$ cat config.mk
export PLATFORM = sky130hd
export DESIGN_NAME = servo_link_ack_frame_checker_core
export DESIGN_NICKNAME = d
export VERILOG_FILES = /design/src/design/slafc_pkg.sv /design/src/design/slafc_front.sv /design/src/design/slafc_queue.sv /design/src/design/slafc_back.sv /design/src/design/servo_link_ack_frame_checker_core.sv
export VERILOG_INCLUDE_DIRS = /design/src /design/src/design
export SDC_FILE = /design/constraint.sdc
export NUM_CORES = 1
export LEC_CHECK = 0
export BUFFER_PORTS_ARGS = -buffer_cell sky130_fd_sc_hd__buf_2
export CORE_MARGIN = 3
export CORE_UTILIZATION = 55
export CTS_CLUSTER_DIAMETER = 60
export DETAILED_ROUTE_END_ITERATION = 10
export PLACE_DENSITY = 0.74
export SLEW_MARGIN = 5
export SYNTH_ARGS = -nofsm -noshare
export SYNTH_HDL_FRONTEND = slang
export SYNTH_SLANG_ARGS = --single-unit
export TNS_END_PERCENT = 30
$ cat constraint.sdc
create_clock -name clk -period 6.85 [get_ports clk]
set_clock_uncertainty 0.15 [all_clocks]
set_input_delay 0.685 -clock clk [delete_from_list [all_inputs] [get_ports clk]]
set_output_delay 0.685 -clock clk [all_outputs]
set_load 0.03 [all_outputs]
$ cat src/design/servo_link_ack_frame_checker_core_assert.svh
// Assertion macros shared by the frame checker modules.
`ifndef SERVO_LINK_ACK_FRAME_CHECKER_CORE_ASSERT_SVH
`define SERVO_LINK_ACK_FRAME_CHECKER_CORE_ASSERT_SVH

// Same-cycle implication, sampled on clk and disabled while rst_n is low.
`define SLAFC_ASSERT_NOW(label, ante, cons) \
  label: assert property (@(posedge clk) disable iff (!rst_n) (ante) |-> (cons)) \
    else $error("%m: same-cycle check failed");

// Next-cycle implication, sampled on clk and disabled while rst_n is low.
`define SLAFC_ASSERT_NEXT(label, ante, cons) \
  label: assert property (@(posedge clk) disable iff (!rst_n) (ante) |=> (cons)) \
    else $error("%m: next-cycle check failed");

`endif

$ cat src/design/slafc_pkg.sv
// Types and constants of the servo link reply frame checker.
`default_nettype none

package slafc_pkg;

  // Request codes of the input item.
  localparam logic [1:0] REQ_BYTE    = 2'd0;
  localparam logic [1:0] REQ_TIMEOUT = 2'd1;
  localparam logic [1:0] REQ_START   = 2'd2;

  // Result kinds and frame status codes.
  localparam logic KIND_PAYLOAD = 1'b0;
  localparam logic KIND_STATUS  = 1'b1;

  localparam logic [1:0] STS_OK         = 2'd0;
  localparam logic [1:0] STS_TIMEOUT    = 2'd1;
  localparam logic [1:0] STS_BAD_HEADER = 2'd2;
  localparam logic [1:0] STS_BAD_CHECK  = 2'd3;

  // Configuration register indexes.
  localparam int CFG_INDEX_W = 1;
  localparam logic [CFG_INDEX_W-1:0] CFG_DEVICE_ID  = 1'd0;
  localparam logic [CFG_INDEX_W-1:0] CFG_FRAME_LEN  = 1'd1;

  localparam logic [7:0] RST_DEVICE_ID = 8'd1;
  localparam logic [7:0] RST_FRAME_LEN = 8'd86;

  localparam logic [7:0] HDR_SYNC_BYTE = 8'hFF;

  // Depth of the queue between front and back.
  localparam int QUEUE_DEPTH = 2;

  typedef struct packed {
    logic [1:0] req_type;
    logic [7:0] rx_byte;
  } in_item_t;

  typedef struct packed {
    logic       item_kind;
    logic [7:0] payload_byte;
    logic [6:0] payload_index;
    logic [1:0] frame_status;
    logic       last;
  } out_item_t;

  // Classified operation handed from front to back.
  typedef enum logic [1:0] {
    OP_BYTE,
    OP_TIMEOUT,
    OP_START
  } op_t;

  typedef struct packed {
    op_t        op;
    logic [7:0] rx_byte;
  } q_item_t;

  typedef struct packed {
    logic [7:0] device_id;
    logic [7:0] frame_total_length;
  } cfg_t;

endpackage

`default_nettype wire

$ cat src/design/slafc_front.sv
// Front end: accepts input items and classifies them into queue operations.
`default_nettype none

module slafc_front (
  input  wire                 in_valid,
  input  slafc_pkg::in_item_t in_data,
  output logic                in_stall,
  input  wire                 q_full,
  output logic                q_push,
  output slafc_pkg::q_item_t  q_wdata
);

  logic known_req;

  assign in_stall = q_full;

  // The unused request code is taken and dropped here.
  always_comb begin
    known_req       = 1'b1;
    q_wdata.rx_byte = in_data.rx_byte;
    q_wdata.op      = slafc_pkg::OP_BYTE;
    unique case (in_data.req_type)
      slafc_pkg::REQ_BYTE:    q_wdata.op = slafc_pkg::OP_BYTE;
      slafc_pkg::REQ_TIMEOUT: q_wdata.op = slafc_pkg::OP_TIMEOUT;
      slafc_pkg::REQ_START:   q_wdata.op = slafc_pkg::OP_START;
      default:                known_req  = 1'b0;
    endcase
  end

  assign q_push = in_valid && !q_full && known_req;

endmodule

`default_nettype wire

$ cat src/design/slafc_queue.sv
// Short register queue between the front end and the frame checker.
`default_nettype none

module slafc_queue (
  input  wire                clk,
  input  wire                rst_n,
  input  wire                push,
  input  slafc_pkg::q_item_t wdata,
  output logic               full,
  input  wire                pop,
  output logic               rvalid,
  output slafc_pkg::q_item_t rdata
);

`include "servo_link_ack_frame_checker_core_assert.svh"

  localparam int DEPTH = slafc_pkg::QUEUE_DEPTH;
  localparam int PTR_W = (DEPTH > 1) ? $clog2(DEPTH) : 1;
  localparam int CNT_W = $clog2(DEPTH + 1);
  localparam logic [PTR_W-1:0] LAST_PTR = PTR_W'(DEPTH - 1);

  slafc_pkg::q_item_t entry_r [DEPTH];
  logic [PTR_W-1:0] wr_ptr_r, wr_ptr_nxt;
  logic [PTR_W-1:0] rd_ptr_r, rd_ptr_nxt;
  logic [CNT_W-1:0] count_r, count_nxt;

  assign full   = (count_r == CNT_W'(DEPTH));
  assign rvalid = (count_r != '0);
  assign rdata  = entry_r[rd_ptr_r];

  always_comb begin
    wr_ptr_nxt = wr_ptr_r;
    rd_ptr_nxt = rd_ptr_r;
    count_nxt  = count_r;
    if (push) begin
      wr_ptr_nxt = (wr_ptr_r == LAST_PTR) ? '0 : wr_ptr_r + 1'b1;
    end
    if (pop) begin
      rd_ptr_nxt = (rd_ptr_r == LAST_PTR) ? '0 : rd_ptr_r + 1'b1;
    end
    if (push && !pop) begin
      count_nxt = count_r + 1'b1;
    end else if (pop && !push) begin
      count_nxt = count_r - 1'b1;
    end
  end

  always_ff @(posedge clk) begin
    if (!rst_n) begin
      wr_ptr_r <= '0;
      rd_ptr_r <= '0;
      count_r  <= '0;
    end else begin
      wr_ptr_r <= wr_ptr_nxt;
      rd_ptr_r <= rd_ptr_nxt;
      count_r  <= count_nxt;
    end
  end

  always_ff @(posedge clk) begin
    if (push) begin
      entry_r[wr_ptr_r] <= wdata;
    end
  end

  `SLAFC_ASSERT_NOW(a_no_push_when_full, full, !push)
  `SLAFC_ASSERT_NOW(a_no_pop_when_empty, !rvalid, !pop)
  `SLAFC_ASSERT_NEXT(a_push_makes_valid, push, rvalid)

endmodule

`default_nettype wire

$ cat src/design/slafc_back.sv
// Back end: frame state, header and checksum checks, and the output register.
`default_nettype none

module slafc_back #(
  parameter int MAX_FRAME = 128
) (
  input  wire                  clk,
  input  wire                  rst_n,
  input  slafc_pkg::cfg_t      cfg,
  input  wire                  q_valid,
  input  slafc_pkg::q_item_t   q_rdata,
  output logic                 q_pop,
  output logic                 out_valid,
  output slafc_pkg::out_item_t out_data,
  input  wire                  out_stall
);

`include "servo_link_ack_frame_checker_core_assert.svh"

  localparam logic [8:0] MAX_LEN = 9'(MAX_FRAME - 4);

  logic [7:0] byte_count_r, byte_count_nxt;
  logic [7:0] running_sum_r, running_sum_nxt;
  logic [7:0] length_field_r, length_field_nxt;
  logic       header_good_r, header_good_nxt;
  logic       status_good_r, status_good_nxt;
  logic [7:0] received_check_r, received_check_nxt;
  logic       done_r, done_nxt;
  logic       out_valid_r, out_valid_nxt;
  slafc_pkg::out_item_t out_item_r, out_item_nxt;

  logic [7:0] b;
  logic [7:0] pos;
  logic [7:0] total;
  logic       slot_free;
  logic       is_final;
  logic       hdr_final;
  logic [1:0] final_code;

  assign slot_free = !out_valid_r || !out_stall;
  assign q_pop     = q_valid && slot_free;
  assign b         = q_rdata.rx_byte;
  assign pos       = byte_count_r;
  // A zero total behaves like a total of one.
  assign total     = (cfg.frame_total_length == 8'd0) ? 8'd1 : cfg.frame_total_length;
  assign is_final  = ({1'b0, pos} + 9'd1) >= {1'b0, total};

  always_comb begin
    byte_count_nxt     = byte_count_r;
    running_sum_nxt    = running_sum_r;
    length_field_nxt   = length_field_r;
    header_good_nxt    = header_good_r;
    status_good_nxt    = status_good_r;
    received_check_nxt = received_check_r;
    done_nxt           = done_r;
    out_valid_nxt      = out_valid_r && out_stall;
    out_item_nxt       = out_item_r;
    hdr_final          = 1'b0;
    final_code         = slafc_pkg::STS_OK;

    // Per-position checks of the byte at hand.
    if (pos == 8'd0 || pos == 8'd1) begin
      if (b != slafc_pkg::HDR_SYNC_BYTE) header_good_nxt = 1'b0;
    end else if (pos == 8'd2) begin
      if (b != cfg.device_id) header_good_nxt = 1'b0;
    end else if (pos == 8'd3) begin
      if ({1'b0, b} > MAX_LEN) header_good_nxt = 1'b0;
      length_field_nxt = b;
    end else if (pos == 8'd4) begin
      if (b != 8'd0) status_good_nxt = 1'b0;
    end

    if (pos == 8'd2 || pos == 8'd3 ||
        (pos >= 8'd4 && {1'b0, pos} <= ({1'b0, length_field_r} + 9'd2))) begin
      running_sum_nxt = running_sum_r + b;
    end
    if (pos >= 8'd4 && {2'b0, pos} == ({2'b0, length_field_r} + 10'd3)) begin
      received_check_nxt = b;
    end

    // Header positions never received count as zero bytes.
    hdr_final = header_good_nxt;
    if (pos == 8'd0) begin
      hdr_final = 1'b0;
    end else if (pos == 8'd1 && cfg.device_id != 8'd0) begin
      hdr_final = 1'b0;
    end

    if (!hdr_final) begin
      final_code = slafc_pkg::STS_BAD_HEADER;
    end else if (!status_good_nxt || (~running_sum_nxt != received_check_nxt)) begin
      final_code = slafc_pkg::STS_BAD_CHECK;
    end

    // Byte checks only commit when a byte is actually popped; restore otherwise.
    if (!(q_pop && q_rdata.op == slafc_pkg::OP_BYTE && !done_r)) begin
      running_sum_nxt    = running_sum_r;
      length_field_nxt   = length_field_r;
      header_good_nxt    = header_good_r;
      status_good_nxt    = status_good_r;
      received_check_nxt = received_check_r;
    end

    if (q_pop) begin
      unique case (q_rdata.op)
        slafc_pkg::OP_START: begin
          byte_count_nxt     = 8'd0;
          running_sum_nxt    = 8'd0;
          length_field_nxt   = 8'd0;
          header_good_nxt    = 1'b1;
          status_good_nxt    = 1'b1;
          received_check_nxt = 8'd0;
          done_nxt           = 1'b0;
        end
        slafc_pkg::OP_TIMEOUT: begin
          if (!done_r) begin
            done_nxt                   = 1'b1;
            out_valid_nxt              = 1'b1;
            out_item_nxt.item_kind     = slafc_pkg::KIND_STATUS;
            out_item_nxt.payload_byte  = 8'd0;
            out_item_nxt.payload_index = 7'd0;
            out_item_nxt.frame_status  = slafc_pkg::STS_TIMEOUT;
            out_item_nxt.last          = 1'b1;
          end
        end
        slafc_pkg::OP_BYTE: begin
          if (!done_r) begin
            byte_count_nxt = pos + 8'd1;
            if (is_final) begin
              done_nxt                   = 1'b1;
              out_valid_nxt              = 1'b1;
              out_item_nxt.item_kind     = slafc_pkg::KIND_STATUS;
              out_item_nxt.payload_byte  = 8'd0;
              out_item_nxt.payload_index = 7'd0;
              out_item_nxt.frame_status  = final_code;
              out_item_nxt.last          = 1'b1;
            end else if (pos >= 8'd5) begin
              out_valid_nxt              = 1'b1;
              out_item_nxt.item_kind     = slafc_pkg::KIND_PAYLOAD;
              out_item_nxt.payload_byte  = b;
              out_item_nxt.payload_index = 7'(pos - 8'd5);
              out_item_nxt.frame_status  = slafc_pkg::STS_OK;
              out_item_nxt.last          = 1'b0;
            end
          end
        end
        default: ;
      endcase
    end
  end

  always_ff @(posedge clk) begin
    if (!rst_n) begin
      byte_count_r     <= 8'd0;
      running_sum_r    <= 8'd0;
      length_field_r   <= 8'd0;
      header_good_r    <= 1'b1;
      status_good_r    <= 1'b1;
      received_check_r <= 8'd0;
      done_r           <= 1'b1;
      out_valid_r      <= 1'b0;
    end else begin
      byte_count_r     <= byte_count_nxt;
      running_sum_r    <= running_sum_nxt;
      length_field_r   <= length_field_nxt;
      header_good_r    <= header_good_nxt;
      status_good_r    <= status_good_nxt;
      received_check_r <= received_check_nxt;
      done_r           <= done_nxt;
      out_valid_r      <= out_valid_nxt;
    end
  end

  always_ff @(posedge clk) begin
    out_item_r <= out_item_nxt;
  end

  assign out_valid = out_valid_r;
  assign out_data  = out_item_r;

  `SLAFC_ASSERT_NOW(a_pop_needs_free_slot, q_pop, slot_free)
  `SLAFC_ASSERT_NOW(a_status_closes_exchange,
                    out_valid_r && out_item_r.last, done_r)
  `SLAFC_ASSERT_NOW(a_payload_while_open,
                    out_valid_r && (out_item_r.item_kind == slafc_pkg::KIND_PAYLOAD),
                    !done_r && !out_item_r.last)

endmodule

`default_nettype wire

$ cat src/design/servo_link_ack_frame_checker_core.sv
// Top level of the servo link reply frame checker.
`default_nettype none

// Checks one reply frame from a serial servo link, one received byte per item.
// A start item opens an exchange; each byte item is checked against the header
// (two sync bytes, the configured device id, a length byte within range), the
// status byte and the inverted 8-bit checksum. Payload bytes from frame offset
// five on leave as payload items; the byte that completes the configured
// frame length, or a timeout item, produces one status item with last set.
// While the output is not stalled, the block sustains one item per clock cycle in
// both directions. An accepted item is written into a two-entry queue and passes
// from there into the checker's output register; the per-byte state update in the
// back end is the feedback loop that sets this rate. When the output is stalled
// the queue absorbs up to two items before in_stall rises.
// Configuration writes are always ready and must only be issued while the
// block is idle. There is no clearing pass after reset.
module servo_link_ack_frame_checker_core #(
  parameter int MAX_FRAME = 128
) (
  input  wire                                    clk,
  input  wire                                    rst_n,
  // Input item channel.
  input  wire                                    in_valid,
  input  slafc_pkg::in_item_t                    in_data,
  output logic                                   in_stall,
  // Result item channel.
  output logic                                   out_valid,
  output slafc_pkg::out_item_t                   out_data,
  input  wire                                    out_stall,
  // Configuration write channel.
  input  wire                                    cfg_valid,
  output logic                                   cfg_ready,
  input  wire [slafc_pkg::CFG_INDEX_W-1:0]       cfg_index,
  input  wire [7:0]                              cfg_data
);

  slafc_pkg::cfg_t    cfg_r;
  slafc_pkg::q_item_t q_wdata;
  slafc_pkg::q_item_t q_rdata;
  logic               q_push;
  logic               q_pop;
  logic               q_full;
  logic               q_valid;

  // Registers take a write in any cycle.
  assign cfg_ready = 1'b1;

  always_ff @(posedge clk) begin
    if (!rst_n) begin
      cfg_r.device_id          <= slafc_pkg::RST_DEVICE_ID;
      cfg_r.frame_total_length <= slafc_pkg::RST_FRAME_LEN;
    end else if (cfg_valid && cfg_ready) begin
      unique case (cfg_index)
        slafc_pkg::CFG_DEVICE_ID: cfg_r.device_id          <= cfg_data;
        slafc_pkg::CFG_FRAME_LEN: cfg_r.frame_total_length <= cfg_data;
        default: ;
      endcase
    end
  end

  // The front classifies each accepted item and drops unused request codes.
  slafc_front u_front (
    .in_valid (in_valid),
    .in_data  (in_data),
    .in_stall (in_stall),
    .q_full   (q_full),
    .q_push   (q_push),
    .q_wdata  (q_wdata)
  );

  // The queue lets the front keep accepting while the output is stalled.
  slafc_queue u_queue (
    .clk    (clk),
    .rst_n  (rst_n),
    .push   (q_push),
    .wdata  (q_wdata),
    .full   (q_full),
    .pop    (q_pop),
    .rvalid (q_valid),
    .rdata  (q_rdata)
  );

  // The back end holds the frame state and drives the result register.
  slafc_back #(
    .MAX_FRAME (MAX_FRAME)
  ) u_back (
    .clk       (clk),
    .rst_n     (rst_n),
    .cfg       (cfg_r),
    .q_valid   (q_valid),
    .q_rdata   (q_rdata),
    .q_pop     (q_pop),
    .out_valid (out_valid),
    .out_data  (out_data),
    .out_stall (out_stall)
  );

endmodule

`default_nettype wire
**Word-level counts from Yosys, hierarchy flattened**

Memory sizes are Yosys's and may differ from the RTL's. A register that Yosys moved wholly into a read port is not among the register bits.
Cells that the tools add are included.

- Bits of input ports: 24
- Output and inout port bits: 22
- Register bits: 75
- Memory bits (writable): 20
- Memories: 1

- Mux-type cells: 62
- $lt $le $gt $ge: 5
- Add/sub/neg operators: 10
- Bitwise gates (word level): 2
- Reduce and logical (&&, ||, !) cells: 40
- Eq/ne operators: 16

Memories:

| memory | depth | width | rd ports | clocked after Yosys merged registers in | wr ports | RTL line | text |
|---|---|---|---|---|---|---|---|
| u_queue.entry_r | 2 | 10 | 1 | 1 | 1 | slafc_queue.sv:22 | `slafc_pkg::q_item_t entry_r [DEPTH];` |

Operators with widths:

| operator | count |
|---|---|
| 8-bit two-way mux | 16 |
| 19-bit two-way mux | 4 |
| 19-bit case mux with 2 select lines | 1 |
| 1-bit two-way mux | 33 |
| 8-bit by 2-bit adder with 9-bit output (second input constant) | 2 |
| 8-bit by 2-bit == test with 1-bit output (second input constant) | 2 |
| 8-bit by 3-bit greater-or-equal comparator with 1-bit output (second input constant) | 2 |
| 8-bit logical NOT | 2 |
| 8-bit inequality test | 2 |
| 8-bit case mux with 2 select lines | 1 |
| 8-bit nonzero test | 2 |
| 1-bit logical AND | 11 |
| 8-bit by 1-bit adder with 9-bit output (second input constant) | 1 |
| 8-bit by 9-bit == test with 1-bit output | 1 |
| 9-bit by 8-bit greater-or-equal comparator with 1-bit output | 1 |
| 8-bit by 9-bit <= comparator with 1-bit output | 1 |
| 8-bit by 1-bit adder with 8-bit output (second input constant) | 1 |
| 8-bit adder | 1 |
| 8-bit by 1-bit == test with 1-bit output (second input constant) | 1 |
| 8-bit by 3-bit == test with 1-bit output (second input constant) | 1 |
| 8-bit by 7-bit > comparator with 1-bit output (second input constant) | 1 |
| 2-bit two-way mux | 4 |
| 8-bit inequality test (second input constant) | 1 |
| 8-bit NOT | 1 |
| 21 further kinds | 42 |

**Longest topological paths before layout**

- Word-level depth: 13
- Depth in mapped cells: 14

**By module**

From an unflattened synthesis, not the netlist that was laid out.

- Cells, all modules: 582
- Area, all modules: 5,685.5 um^2

By module, submodules not included:

| module | instances | sequential area each (um^2) | area each (um^2) | cells an instance |
|---|---|---|---|---|
| slafc_back | 1 | 1,261.2 | 4,005.1 | 447 |
| slafc_queue | 1 | 700.7 | 939.7 | 53 |
| servo_link_ack_frame_checker_core | 1 | 320.3 | 641.9 | 69 |
| slafc_front | 1 | 0.0 | 98.8 | 13 |

**Least setup slack after synthesis**

OpenSTA, ideal clock, no wires.

- Path kind: register to register
- Start: reg (tool-made name)
- End: reg u_back.out_item_r (netlist bit u_back.out_data[2]) (data pin)
- Data arrival time: 3.646 ns
- Clock period less this slack: 4.069 ns
- Data required time: 6.428 ns
- Cell stages (with the launch flop): 14
- Setup slack: 2.781 ns
- Path through: dfxtp_1 clkbuf_1 mux2i_1 inv_1 ha_1 a21oi_1 o211ai_1 a21oi_1 xnor2_1 mux2_4 and3_1 or4b_4 a2111oi_4 a211oi_1

RTL lines:

| what | RTL line | text |
|---|---|---|
| end signal, assigned | slafc_back.sv:175 | `out_item_r <= out_item_nxt;` |
| end, declared | slafc_back.sv:30 | `slafc_pkg::out_item_t out_item_r, out_item_nxt;` |

==> impl_metrics.py <==
metrics = {
    "pwr": {
        "power_density_nw_per_um2": 233.4,
        "ir_worst_vdd_mv": 0.2138,
        "power.leakage_nw": 2.501,
        "total_power_mw": 1.390,
    },
    "hold_path": {
        "hold_path.class": "reg2reg",
        "holdPathStages": 2,
    },
    "floorplanning": {
        "die_w_um": 105.8,
        "ios": 46,
        "die_area_um2": 11190,
        "start_util_pct": 57.88,
        "fp.coreArea_um2": 9459,
        "rows": 35,
        "die_y_um": 105.8,
    },
    "placed_design": {
        "dp_cells": 745,
        "io_buffers": 44,
        "hpwl_um": 8607,
        "gp_congestion": 0.8826,
    },
    "grt": {
        "grt_pass1_vias": 4158,
        "grtUsageTotal_pct": 21.99,
        "antenna_found_initial": 0,
        "grt_pass1_wl_um": 20020,
        "grt.overflow.total": 0,
        "grt_max_degree": 33,
    },
    "finish": {
        "finish.net_count": 684,
        "antenna_cells": 0,
        "multi_input_area_um2": 2945,
        "fillers": 821,
        "regArea_um2": 2282,
        "drive_above_1_share_pct": 11.55,
        "areaGrowthSynthToFinish_pct": 8.798,
        "layout.cells.non_filler": 761,
    },
    "clock_network": {
        "cts_setup_buffers": 0,
        "root_buffer": "clkbuf_8",
        "ctsHoldBuffers": 0,
        "htreeDepth": 3,
        "cts_inserted_buffers": 9,
        "clockBufferDepth": 2,
        "cts.sinks": 95,
        "clkTransAtPathRegs_ns": 0.10,
        "cts_tree": "yes",
        "clock_latency_ns": 0.37,
        "postCtsResizedCells": 0,
    },
    "setup_path": {
        "worst_ep_required_time_ns": 6.81,
        "arrival_ns": 4.49,
        "ff2ff_path_depth": 12,
        "start_kind": "flip-flop",
        "crit_path_frequent_cell": "a21oi_1",
        "crit_chain": "mux2i_1 > inv_1 > ha_1 > a21oi_1 > o211ai_1 > a21oi_1 > xnor2_1 > mux2_4 > and3_1 > or4b_4 > a2111oi_4 > a211oi_1",
        "end_kind": "flip-flop",
        "critPathKind": "reg2reg",
        "cp_max_fo": 10,
        "cp_slowest_cell": "mux2i_1",
        "slowest_delay_ns": 0.71,
    },
    "synthesis": {
        "ys_seq_elements": 95,
        "yosysSeqAreaShare_pct": 41.68,
        "synth_area_leaders": "dfxtp_1 (21%), edfxtp_1 (21%), ha_1 (7.3%), xnor2_1 (4.8%), nor2_1 (4.3%)",
        "async_flop_share_pct": 0,
        "syn_nets": 656,
        "yosys.cell_types.count": 63,
        "synthFlopType": "dfxtp_1",
        "yosysWarnings": 0,
        "synth_top_area_share_pct": 20.84,
        "synth.avg_cell_area_um2": 9.141,
        "synth_cells": 599,
        "synth-edff-count": 38,
        "synth_top_area_cell": "dfxtp_1",
        "synth_area_um2": 5475,
    },
    "drt": {
        "drt-wirelength-per-cell_um": 15.74,
        "vias": 4357,
        "viasPerCell": 5.725,
        "dr.pass1.iters": 8,
        "first_iter_violations": 299,
        "wl_um": 11980,
        "drc": 0,
        "drtAntennaViolNets": 0,
    },
    "sta": {
        "fin_crit_ns": 4.529,
        "slew_violations": 0,
        "worst_pin_slew_ns": 1.045,
        "hold_violations": 0,
        "rsz0062_at_grt": "false",
        "finalSetupTns_ns": 0,
        "holdWs_ns": 0.3238,
        "setup_violations": 0,
        "fmax_mhz": 220.8,
        "maxSlewHeadroom_pct": 28.33,
        "finalCritPeriodShare_pct": 66.11,
    },
    "status": {
        "outcome": "finished clean",
    },
    "job": {
        "drv_cap": 0,
    },
}
-- per-stage QoR --
stage / worst slack, ns / util [%] / area, um2
finish: 2.321 / 62.98 / 5957
global route: 2.003 / 62.98 / 5957
CTS: 2.342 / 62.98 / 5957
detailed placement: 2.388 / 60.81 / 5752
global placement: 2.520 / 60.81 / 5752
floorplan: 2.781 / - / 5475
-- where the power goes --
part / total (mW) / internal [mW] / switching [mW]
sequential: 0.669 / 0.638 / 0.0315
clock: 0.377 / 0.147 / 0.231
combinational: 0.344 / 0.123 / 0.221
-- cell usage in the layout, fill, tap and decap left out, drive strengths merged, types with 14 or more instances in the layout --
cell type,Yosys,layout
inv,32,36
xnor2,30,30
dfxtp,57,57
nand2,59,59
a21boi,14,14
buf,4,47
a21oi,29,29
edfxtp,38,38
ha,32,32
mux2i,19,19
nor3,14,14
o21ai,25,25
nor2,62,62
nand3,17,17
-- sequential cells by signal, indices dropped and copies added, names as in the netlist, 2 cells and up, named ones only --
signal,flops
cfg_r,16
u_back.byte_count_r,8
u_back.length_field_r,8
u_back.out_data,18
u_back.received_check_r,8
u_back.running_sum_r,8
u_queue.count_r,2
u_queue.entry_r,20
-- cells in the mapped netlist (all sizes together), types with 2 or more instances --
master and count:
nand4b 3, or2 3, o31ai 2, mux2i 19, nand3b 2, a211oi 13, nor3 14, nand4 4
xnor2 30, o21a 2, a21o 12, a21oi 29, and3 7, nand2b 6, or4 3, nor4 4
dfxtp 57, nand2 59, buf 4, mux2 5, ha 32, and2 13, o2111ai 3, o31a 2
or3 8, nand3 17, and4 2, o211ai 7, a21boi 14, inv 32, xor2 13, nor2b 10
edfxtp 38, o21ai 25, clkbuf 26, nor2 62
-- worst max-delay path, delay by kind of cell, from the launching register on --
family	cells	cell delay (ns)
adder cells (fa/ha/maj)	1	0.33
XOR/XNOR	1	0.11
buffers and inverters	1	0.19
AND/OR/NAND/NOR	2	0.70
AO/OA/AOI/OAI	5	1.12
multiplexers	2	0.99
flip-flops	1	0.68
-- cell type report --
| type | instances | share of cell area [%] |
|---|---|---|
| timing repair buffer | 47 | 4.075 |
| tap | 129 | 2.710 |
| inverter | 32 | 2.016 |
| sequential | 95 | 38.31 |
| clock buffer | 9 | 2.079 |
| clock inverter | 7 | 1.365 |
| multi-input combinational | 442 | 49.44 |
-- cells by family (layout without fill, tap and decap cells) --
logic type,Yosys count,after routing,synth area share (%)
buffers and inverters,62,95,4.525
XOR/XNOR,43,43,6.878
AO/OA/AOI/OAI,120,120,14.83
AND/OR/NAND/NOR,221,221,19.77
other,1,1,0.06849
multiplexers,24,24,4.570
flip-flops,95,95,41.68
adder cells (fa/ha/maj),33,33,7.678
-- layer usage --
metal	up-vias	global-route usage (%)	routed length, um
li1	2156	-	-
met1	2046	28.87	5399
met2	140	37.48	5749
met3	15	3.491	695
met4	0	6.383	131
met5	-	0	0
-- final timing paths --
kind | start | endpoint | slack [ns]
worst max-delay path | flip-flop | u_back.out_data[2] | 2.32
worst min-delay path | cfg_r[7] | cfg_r[7] | 0.32
worst min register to register | cfg_r[7] | cfg_r[7] | 0.32
worst max register to register | flip-flop | u_back.out_data[2] | 2.32
Power figures use the tool's default switching activity.
